File: src/rtl/assert_macros.svh
// Assertion helpers shared by the line rasterizer RTL.
// Each macro expects clk and rst_n (synchronous, active low) in scope.
`ifndef ASSERT_MACROS_SVH
`define ASSERT_MACROS_SVH

// Condition must hold at every clock edge outside reset.
`define ASSERT_ALWAYS(lbl, cond, msg) \
  lbl: assert property (@(posedge clk) disable iff (!rst_n) (cond)) else $error(msg);

// Consequent must hold in the same cycle as the antecedent.
`define ASSERT_IMPL(lbl, ante, cons, msg) \
  lbl: assert property (@(posedge clk) disable iff (!rst_n) (ante) |-> (cons)) else $error(msg);

// Consequent must hold in the cycle after the antecedent.
`define ASSERT_NEXT(lbl, ante, cons, msg) \
  lbl: assert property (@(posedge clk) disable iff (!rst_n) (ante) |=> (cons)) else $error(msg);

`endif

File: src/rtl/lsgp_pkg.sv
// Package for the line segment grid point rasterizer.
// Widths, the segment descriptor type and the stepper state type; no dependencies.
`timescale 1ns / 1ps

package lsgp_pkg;

  localparam int COORD_BITS = 6;
  localparam int DM_W       = COORD_BITS + 1;  // signed minor delta
  localparam int REM_W      = COORD_BITS + 3;  // signed rounding remainder

  localparam int IN_BITS    = 4 * COORD_BITS + 2;
  localparam int IN_W       = ((IN_BITS + 7) / 8) * 8;
  localparam int OUT_BITS   = 2 * COORD_BITS;
  localparam int OUT_W      = ((OUT_BITS + 7) / 8) * 8;

  // queue depth, power of two
  localparam int Q_DEPTH    = 2;
  localparam int Q_PTR_W    = (Q_DEPTH > 1) ? $clog2(Q_DEPTH) : 1;
  localparam int Q_CNT_W    = $clog2(Q_DEPTH + 1);

  typedef logic [COORD_BITS-1:0] coord_t;

  typedef struct packed {
    logic                   x_major;
    logic                   maj_dec;    // major coordinate counts down
    coord_t                 maj0;
    coord_t                 min0;
    logic signed [DM_W-1:0] dm;         // minor delta over the run
    coord_t                 n;          // major length, nonzero
    coord_t                 fin;        // index of final step
    logic                   with_start;
  } seg_desc_t;

  typedef enum logic {
    ST_IDLE,
    ST_RUN
  } step_st_t;

endpackage

File: src/rtl/lsgp_front.sv
// Front end of the rasterizer: unpacks a segment, finds the major axis
// and run bounds, drops empty runs and pushes a descriptor. Uses lsgp_pkg.
`timescale 1ns / 1ps

module lsgp_front (
  input  logic                      in_tvalid,
  output logic                      in_tready,
  input  logic [lsgp_pkg::IN_W-1:0] in_tdata,
  input  logic                      q_full,
  output logic                      q_push,
  output lsgp_pkg::seg_desc_t       q_data
);

  localparam int CB = lsgp_pkg::COORD_BITS;

  lsgp_pkg::coord_t sx, sy, ex, ey;
  logic             ws, we;
  logic signed [CB:0] dx, dy, ndx, ndy;
  lsgp_pkg::coord_t adx, ady, n, fin;
  logic             x_major, empty_run;

  always_comb begin
    sx  = in_tdata[CB-1:0];
    sy  = in_tdata[2*CB-1:CB];
    ex  = in_tdata[3*CB-1:2*CB];
    ey  = in_tdata[4*CB-1:3*CB];
    ws  = in_tdata[4*CB];
    we  = in_tdata[4*CB+1];

    dx  = $signed({1'b0, ex}) - $signed({1'b0, sx});
    dy  = $signed({1'b0, ey}) - $signed({1'b0, sy});
    ndx = -dx;
    ndy = -dy;
    adx = dx[CB] ? ndx[CB-1:0] : dx[CB-1:0];
    ady = dy[CB] ? ndy[CB-1:0] : dy[CB-1:0];

    x_major = (adx >= ady);
    n       = x_major ? adx : ady;
    fin     = we ? n : n - CB'(1);
    // nothing to emit: zero length, or a single step with both ends dropped
    empty_run = (n == '0) || ((fin == '0) && !ws);

    q_data.x_major    = x_major;
    q_data.maj_dec    = x_major ? dx[CB] : dy[CB];
    q_data.maj0       = x_major ? sx : sy;
    q_data.min0       = x_major ? sy : sx;
    q_data.dm         = x_major ? dy : dx;
    q_data.n          = n;
    q_data.fin        = fin;
    q_data.with_start = ws;

    in_tready = !q_full;
    q_push    = in_tvalid && !q_full && !empty_run;
  end

endmodule

File: src/rtl/lsgp_fifo.sv
// Small descriptor queue between the front end and the stepper.
// Holds lsgp_pkg::seg_desc_t entries; depth from lsgp_pkg::Q_DEPTH.
`timescale 1ns / 1ps
`include "assert_macros.svh"

module lsgp_fifo (
  input  logic                clk,
  input  logic                rst_n,
  input  logic                push,
  input  lsgp_pkg::seg_desc_t push_data,
  output logic                full,
  input  logic                pop,
  output lsgp_pkg::seg_desc_t pop_data,
  output logic                empty
);

  localparam int PW = lsgp_pkg::Q_PTR_W;
  localparam int CW = lsgp_pkg::Q_CNT_W;

  lsgp_pkg::seg_desc_t mem_r [lsgp_pkg::Q_DEPTH];
  logic [PW-1:0] wr_ptr_r, wr_ptr_nxt, rd_ptr_r, rd_ptr_nxt;
  logic [CW-1:0] cnt_r, cnt_nxt;
  logic          do_push, do_pop;

  always_comb begin
    full     = (cnt_r == CW'(lsgp_pkg::Q_DEPTH));
    empty    = (cnt_r == '0);
    do_push  = push && !full;
    do_pop   = pop && !empty;
    pop_data = mem_r[rd_ptr_r];

    wr_ptr_nxt = do_push ? wr_ptr_r + PW'(1) : wr_ptr_r;
    rd_ptr_nxt = do_pop  ? rd_ptr_r + PW'(1) : rd_ptr_r;
    cnt_nxt    = cnt_r;
    if (do_push && !do_pop) begin
      cnt_nxt = cnt_r + CW'(1);
    end else if (do_pop && !do_push) begin
      cnt_nxt = cnt_r - CW'(1);
    end
  end

  always_ff @(posedge clk) begin
    if (!rst_n) begin
      wr_ptr_r <= '0;
      rd_ptr_r <= '0;
      cnt_r    <= '0;
    end else begin
      wr_ptr_r <= wr_ptr_nxt;
      rd_ptr_r <= rd_ptr_nxt;
      cnt_r    <= cnt_nxt;
    end
  end

  always_ff @(posedge clk) begin
    if (do_push) begin
      mem_r[wr_ptr_r] <= push_data;
    end
  end

  `ASSERT_IMPL(a_no_push_full, push, !full, "descriptor pushed into a full queue")
  `ASSERT_IMPL(a_no_pop_empty, pop, !empty, "descriptor popped from an empty queue")

endmodule

File: src/rtl/lsgp_back.sv
// Stepper: walks one segment along its major axis, tracking the rounded
// minor coordinate with a quotient/remainder pair. Uses lsgp_pkg.
`timescale 1ns / 1ps
`include "assert_macros.svh"

module lsgp_back (
  input  logic                       clk,
  input  logic                       rst_n,
  input  logic                       q_empty,
  input  lsgp_pkg::seg_desc_t        q_data,
  output logic                       q_pop,
  output logic                       out_tvalid,
  input  logic                       out_tready,
  output logic [lsgp_pkg::OUT_W-1:0] out_tdata,
  output logic                       out_tlast
);

  localparam int CB = lsgp_pkg::COORD_BITS;
  localparam int RW = lsgp_pkg::REM_W;

  lsgp_pkg::step_st_t  state_r, state_nxt;
  lsgp_pkg::seg_desc_t desc_r, desc_nxt;
  lsgp_pkg::coord_t    maj_r, maj_nxt, q_r, q_nxt, idx_r, idx_nxt;
  logic signed [RW-1:0] rem_r, rem_nxt;
  logic                out_valid_r, out_valid_nxt;
  lsgp_pkg::coord_t    px_r, px_nxt, py_r, py_nxt;
  logic                last_r, last_nxt;

  logic signed [RW-1:0] two_n, dm2, rem_sum;
  logic emit, out_free, step_ok, at_end;

  always_comb begin
    two_n    = $signed({2'b00, desc_r.n, 1'b0});
    dm2      = $signed({desc_r.dm[CB], desc_r.dm, 1'b0});
    rem_sum  = rem_r + dm2;
    emit     = (idx_r != '0) || desc_r.with_start;
    out_free = !out_valid_r || out_tready;
    step_ok  = (state_r == lsgp_pkg::ST_RUN) && (!emit || out_free);
    at_end   = (idx_r == desc_r.fin);

    state_nxt     = state_r;
    desc_nxt      = desc_r;
    maj_nxt       = maj_r;
    q_nxt         = q_r;
    rem_nxt       = rem_r;
    idx_nxt       = idx_r;
    out_valid_nxt = out_valid_r && !out_tready;
    px_nxt        = px_r;
    py_nxt        = py_r;
    last_nxt      = last_r;
    q_pop         = 1'b0;

    case (state_r)
      lsgp_pkg::ST_IDLE: begin
        if (!q_empty) begin
          q_pop     = 1'b1;
          desc_nxt  = q_data;
          maj_nxt   = q_data.maj0;
          q_nxt     = q_data.min0;
          rem_nxt   = $signed({3'b000, q_data.n});  // start at m0 + 1/2
          idx_nxt   = '0;
          state_nxt = lsgp_pkg::ST_RUN;
        end
      end
      lsgp_pkg::ST_RUN: begin
        if (step_ok) begin
          if (emit) begin
            out_valid_nxt = 1'b1;
            px_nxt   = desc_r.x_major ? maj_r : q_r;
            py_nxt   = desc_r.x_major ? q_r : maj_r;
            last_nxt = at_end;
          end
          if (at_end) begin
            state_nxt = lsgp_pkg::ST_IDLE;
          end else begin
            idx_nxt = idx_r + CB'(1);
            maj_nxt = desc_r.maj_dec ? maj_r - CB'(1) : maj_r + CB'(1);
            // |2*dm| <= 2n, so one correction keeps the remainder in [0, 2n)
            if (rem_sum >= two_n) begin
              rem_nxt = rem_sum - two_n;
              q_nxt   = q_r + CB'(1);
            end else if (rem_sum < 0) begin
              rem_nxt = rem_sum + two_n;
              q_nxt   = q_r - CB'(1);
            end else begin
              rem_nxt = rem_sum;
            end
          end
        end
      end
      default: state_nxt = lsgp_pkg::ST_IDLE;
    endcase

    out_tvalid = out_valid_r;
    out_tdata  = lsgp_pkg::OUT_W'({py_r, px_r});
    out_tlast  = last_r;
  end

  always_ff @(posedge clk) begin
    if (!rst_n) begin
      state_r     <= lsgp_pkg::ST_IDLE;
      out_valid_r <= 1'b0;
    end else begin
      state_r     <= state_nxt;
      out_valid_r <= out_valid_nxt;
    end
  end

  always_ff @(posedge clk) begin
    desc_r <= desc_nxt;
    maj_r  <= maj_nxt;
    q_r    <= q_nxt;
    rem_r  <= rem_nxt;
    idx_r  <= idx_nxt;
    px_r   <= px_nxt;
    py_r   <= py_nxt;
    last_r <= last_nxt;
  end

  `ASSERT_IMPL(a_idx_bound, state_r == lsgp_pkg::ST_RUN, idx_r <= desc_r.fin,
               "step index ran past the final step")
  `ASSERT_IMPL(a_rem_range, state_r == lsgp_pkg::ST_RUN, (rem_r >= 0) && (rem_r < two_n),
               "rounding remainder out of range")
  `ASSERT_NEXT(a_end_idle, step_ok && at_end, state_r == lsgp_pkg::ST_IDLE,
               "stepper did not return to idle after the final step")

endmodule

File: src/rtl/line_segment_grid_points_core.sv
// Line segment grid point rasterizer, top level.
// Instantiates lsgp_front, lsgp_fifo and lsgp_back; uses lsgp_pkg.
//
// Usage:
//   The in_ channel takes one segment per item: two endpoints on a
//   64 x 64 grid plus with_start / with_end flags. The out_ channel returns
//   the grid points of that segment in stepping order, one item per point,
//   with out_tlast set on the final point. The minor coordinate is the
//   exact interpolation rounded half away from zero, tracked by an
//   incremental quotient/remainder stepper (no divider).
//   Segments that give no points (zero length, or a single step with both
//   ends excluded) are absorbed by the front end and produce nothing.
// Flow:
//   A segment's first point passes the descriptor queue, the stepper load
//   and, when the start point is excluded, a step without output before
//   it reaches the output register. The stepper then emits one point per
//   cycle unless out_tready stalls it; a segment with n major steps takes
//   a load step and at most n + 1 steps. A two-entry descriptor queue lets
//   the front end take further segments while the stepper works.
// Reset and stall:
//   rst_n (synchronous, active low) empties the queue, idles the stepper
//   and drops out_tvalid. A low out_tready with a point pending holds the
//   stepper at its next emitting step, the pending point held in the output
//   register; in_tready falls only once the descriptor queue is full.
`timescale 1ns / 1ps

module line_segment_grid_points_core (
  input  logic                       clk,
  input  logic                       rst_n,
  input  logic                       in_tvalid,
  output logic                       in_tready,
  // [5:0] start_x, [11:6] start_y, [17:12] end_x, [23:18] end_y,
  // [24] with_start, [25] with_end, rest zero
  input  logic [lsgp_pkg::IN_W-1:0]  in_tdata,
  output logic                       out_tvalid,
  input  logic                       out_tready,
  // [5:0] point_x, [11:6] point_y, rest zero
  output logic [lsgp_pkg::OUT_W-1:0] out_tdata,
  output logic                       out_tlast
);

  lsgp_pkg::seg_desc_t push_desc, pop_desc;
  logic                q_push, q_full, q_pop, q_empty;

  // classify and drop empty runs
  lsgp_front u_front (
    .in_tvalid (in_tvalid),
    .in_tready (in_tready),
    .in_tdata  (in_tdata),
    .q_full    (q_full),
    .q_push    (q_push),
    .q_data    (push_desc)
  );

  // decouples acceptance from stepping
  lsgp_fifo u_fifo (
    .clk       (clk),
    .rst_n     (rst_n),
    .push      (q_push),
    .push_data (push_desc),
    .full      (q_full),
    .pop       (q_pop),
    .pop_data  (pop_desc),
    .empty     (q_empty)
  );

  // one point per cycle unless out_tready stalls, output register toward out_
  lsgp_back u_back (
    .clk        (clk),
    .rst_n      (rst_n),
    .q_empty    (q_empty),
    .q_data     (pop_desc),
    .q_pop      (q_pop),
    .out_tvalid (out_tvalid),
    .out_tready (out_tready),
    .out_tdata  (out_tdata),
    .out_tlast  (out_tlast)
  );

endmodule
File: config.mk
export PLATFORM = sky130hd
export DESIGN_NAME = line_segment_grid_points_core
export DESIGN_NICKNAME = d
export VERILOG_FILES = /design/src/rtl/lsgp_pkg.sv /design/src/rtl/lsgp_front.sv /design/src/rtl/lsgp_fifo.sv /design/src/rtl/lsgp_back.sv /design/src/rtl/line_segment_grid_points_core.sv
export VERILOG_INCLUDE_DIRS = /design/src /design/src/rtl
export SDC_FILE = /design/constraint.sdc
export NUM_CORES = 1
export LEC_CHECK = 0
export ABC_AREA = 1
export ABC_CLOCK_PERIOD_IN_PS = 6600
export BUFFER_PORTS_ARGS = -buffer_cell sky130_fd_sc_hd__buf_2
export CAP_MARGIN = 30
export CORE_MARGIN = 2
export CORE_UTILIZATION = 57
export DETAILED_ROUTE_END_ITERATION = 6
export PLACE_DENSITY = 0.76
export SLEW_MARGIN = 20
export SYNTH_ARGS = -nofsm -noshare
export SYNTH_HDL_FRONTEND = slang
export SYNTH_SLANG_ARGS = --single-unit
File: constraint.sdc
create_clock -name clk -period 6.6 [get_ports clk]
set_input_delay 0.99 -clock clk [delete_from_list [all_inputs] [get_ports clk]]
set_output_delay 0.99 -clock clk [all_outputs]
set_load 0.005 [all_outputs]
[Word level (Yosys, flattened, before mapping)]
Memories as Yosys holds them, arrays and structs flattened. A register that Yosys moved wholly into a read port is not among the register bits.
Index checks and enable logic that the tools add are counted.
Operators by class
  reductions and logical operators: 31
  order comparisons: 3
  mux-type cells: 45
  bitwise operators: 2
  $add $sub $neg: 17
  equality and inequality tests: 6
Operator list (number)
  6-bit 2-to-1 mux: 20
  9-bit 2-to-1 mux: 5
  6-bit one-hot mux with 2 select lines: 3
  6-bit by 1-bit adder with 6-bit output, second input constant: 3
  9-bit by 8-bit adder with 9-bit output: 2
  9-bit one-hot mux with 2 select lines: 1
  6-bit by 1-bit subtractor with 6-bit output, second input constant: 3
  6-bit by 6-bit subtractor with 7-bit output: 2
  6-bit logical NOT: 2
  1-bit 2-to-1 mux: 12
  6-bit negator: 2
  9-bit by 8-bit greater-or-equal comparator with 1-bit output: 1
  1-bit logical AND: 9
  1-bit logical NOT: 9
  9-bit by 1-bit < comparator with 1-bit output, second input constant: 1
  9-bit by 8-bit subtractor with 9-bit output: 1
  7-bit 2-to-1 mux: 1
  6-bit equality test: 1
  6-bit greater-or-equal comparator: 1
  2-bit inequality test, second input constant: 3
  3-bit AND reduction: 2
  6-bit nonzero test: 1
  1-bit logical OR: 4
  2-bit 2-to-1 mux: 2
  other kinds (11): 13
Storage, ports and cells
  word-level logic and storage cells: 123
  flip-flop bits (word level): 68
  memories kept: 1
  bits of input ports: 36
  bits in writable memories: 68
Memories
  u_fifo.mem_r: depth 2, width 34, rd ports 1, clocked after memory_dff 1, wr ports 1, line lsgp_fifo.sv:20  | lsgp_pkg::seg_desc_t mem_r [lsgp_pkg::Q_DEPTH];

[Longest topological paths before layout]
  word-level depth: 17
  mapped depth: 37

[Hierarchy]
A second synthesis with hierarchy kept.
Second synthesis, totals
  cell total of the unflattened synthesis: 910
  area total of the unflattened synthesis: 8758.4 µm²
Modules (own cells, without submodules)
  lsgp_back: times used 1, sequential area each 1901.8 µm², area an instance 4073.9 µm², cells an instance 444
  lsgp_fifo: times used 1, sequential area each 2142.1 µm², area an instance 2854.0 µm², cells an instance 144
  lsgp_front: times used 1, sequential area each 0.0 µm², area an instance 1830.5 µm², cells an instance 322

[Worst setup path before layout]
OpenSTA, ideal clock, no wires.
  path type: input to register
  start point: in in_tdata[12] (netlist bit)
  end point: mem u_fifo.mem_r[0][0] (netlist bit) (enable)
  path slack: 0.725 ns
  path buffers: 0
  data arrival time: 5.449 ns
  stages: 31
  path through: inv_1 > ha_1 > inv_1 > fa_1 > inv_1 > nand2_1 > nand2_1 > inv_2 > nand3_1 > nand2_2 > nand3_1 > nand2_1 > ha_1 > nand2_1 > inv_1 > a21oi_2 > nand2_4 > inv_1 > nand2_1 > nand2_2 > ha_1 > nand2_1 > inv_1 > nand2_1 > nand2_2 > nor2_1 > nand3_1 > nor2_2 > nand2_2 > nand2_1 > nor2_1
RTL lines
  start: declaration: line line_segment_grid_points_core.sv:34  | input logic [lsgp_pkg::IN_W-1:0] in_tdata,
  end: declaration: line lsgp_fifo.sv:20

==> reports/qor.yml <==
numCtsBuffers: 17
clkSlewWorstSetupHoldPaths_ps: 60
skew_ps: 11.1
fill_cells: 1096
clock_path_buffers: 2
h-tree-depth: 4
gp_congestion: 0.909
numPortBuffers: 44
cts_root_buf: "clkbuf_16"
ys.flop_type: "edfxtp_1"
drtPass1Iterations: 5
pin_count: 55
synth-xor-area-share_pct: 3.01
required_ps: 6900
num_antenna_cells: 0
cts_tree: "built"
post-cts-setup-buffer-count: 0
overflow: 0
rsz0062_at_grt: "false"
r2r_cells: 25
synth_simple_gate_area_share_pct: 22.2
setup_viol: 0
drive_above_1_share_pct: 14.0
synth_enable_flop_cells: 130
yosys.area.top_type: "edfxtp_1"
avgSynthCellArea_sq_um: 8.93
critPathKind: "in2reg"
r2r_slack_ps: 1810
grt_pass1_vias: 6156
startpoint: "in_tdata[6]"
synth_mux_area_share_pct: 0.121
syn_inst: 930
hold_violations: 0
die_h_um: 125
final_common_cell: "nand2_1"
worstSkewPairLatency_ps: 420
vias_per_cell: 5.34
clock.fmax_ghz: 0.188
routed_wl_um: 17200
finalSetupTns_ps: 0
synth_compound_area_share_pct: 8.79
die_x_um: 125
synth_adder_area_share_pct: 9.53
timing.final.crit_share_pct: 80.5
synth_area_leaders: "edfxtp_1 47%, nand2_1 12%, ha_1 7.8%"
synth.distinct_cells: 49
slew-limit-headroom_pct: 58.5
cp_slowest_stage_delay_ps: 580
slowest_stage: "fa_1"
critPathMaxFanout: 44
status: "finished clean"
ys_ff_latch: 137
row_count: 44
core_sq_um: 14400
min_period_ps: 5310
yosysSeqAreaShare_pct: 48.7
track_usage_pct: 23.2
ys_async_sr_fraction_pct: 0
hold_path_class: "reg2reg"
synth_top_family_by_area: "simple AND/OR/NAND/NOR gates"
maxCapViolations: 0
post_drt_wl_per_cell_um: 14.6
setup.worst_path.end: "u_fifo.cnt_r[1]"
crit_arrival_ps: 5610
path_common_cell: "nand2_1"
yosysWarningCount: 0
worstReg2RegStart: "u_back.desc_r[13]"
grt_pass1_wl_um: 29000
rr_endpoint: "u_back.q_r[5]"
syn_area_sq_um: 8300
cts_resized: 0
start_util_pct: 57.8
syn_to_final_growth_pct: 12.6
num_vias: 6300
final_cell_mix: "255 x nand2_1, 130 x edfxtp_1, 129 x inv_1"
holdBufCountCts: 0
cp-end-kind: "flop"
die_area_sq_um: 15500
cts.sinks: 137
place.detailed.hpwl_um: 12500
grt_max_degree: 45
start_kind: "primary input"
slew_viol_final: 0
antenna_found_initial: 0
hold_start: "u_fifo.cnt_r[0]"
worstMarginPinSlew_ps: 622
final_antenna_net_count: 0
final_net_count: 1077
synth_top_area_share_pct: 47.0
dr.first_iter.drc_count: 456
drc: 0
-- layer usage --
metal	global-route usage [%]	vias up	part of all wire, %
li1	-	3178	-
met1	30.2	2902	45
met2	39.5	190	49
met3	3.95	30	4.9
met4	7.93	0	1.9
met5	0	-	0
-- critical path, delay by kind of cell --
family | cells | cell delay, ps
compound gates | 5 | 570
fa+ha+maj | 6 | 1760
simple gates | 17 | 1900
buf+inv | 5 | 370
-- flip-flops by register name (all words and copies together) (netlist names), 2 cells and up, named ones only --
register and cells:
u_back.q_r 6, u_back.idx_r 6, u_back.px_r 6, u_back.desc_r 22, u_fifo.cnt_r 2, u_back.rem_r 9, u_fifo.mem_r 68, u_back.py_r 6
u_back.maj_r 6
-- stage by stage --
stage	cell area (sq um)	hold WS [ps]	setup WS [ps]	util (%)	std cells
3_3_place_gp	8730	433	970	60.8	1147
2_1_floorplan	8310	422	725	-	933
5_1_grt	9350	475	601	65.0	1179
4_1_cts	9350	452	1310	65.0	1179
3_5_place_dp	8730	442	880	60.8	1147
6_report	9350	450	1290	65.0	1179
-- cell families after synthesis --
kind of cell,Yosys count
flops,137
compound gates,129
other cells,1
buf+inv,162
simple gates,415
mux,1
fa+ha+maj,59
xor+xnor,26
-- worst min-delay path by stage --
stage,to,slack [ps],cells after the start
final,u_fifo.cnt_r[0],450,1
after global routing,u_fifo.cnt_r[0],470,1
after CTS,u_fifo.cnt_r[0],450,1
after detailed placement,u_fifo.cnt_r[0],440,1
after global placement,u_fifo.cnt_r[0],430,1
after floorplan,u_fifo.cnt_r[0],420,1
-- final cells by class --
class	count	area, sq um	area share (%)
multi-input combinational	634	3640	39.0
sequential	137	4040	43.3
tap	184	230	2.46
clock buffer	17	425	4.55
inverter	138	520	5.57
timing repair buffer	54	295	3.16
clock inverter	15	190	2.03
-- synthesized netlist by cell type (all sizes together) (8+ instances only) --
master and number:
inv 138, o21ai 57, edfxtp 130, xnor2 8
xor2 18, clkbuf 17, ha 52, a21oi 44
nand3 59, nor2 58, nand2 279
Power is left out: the tool's default activity adds up to more than one toggle a clock period on the data nets, which glitch-free logic cannot reach.
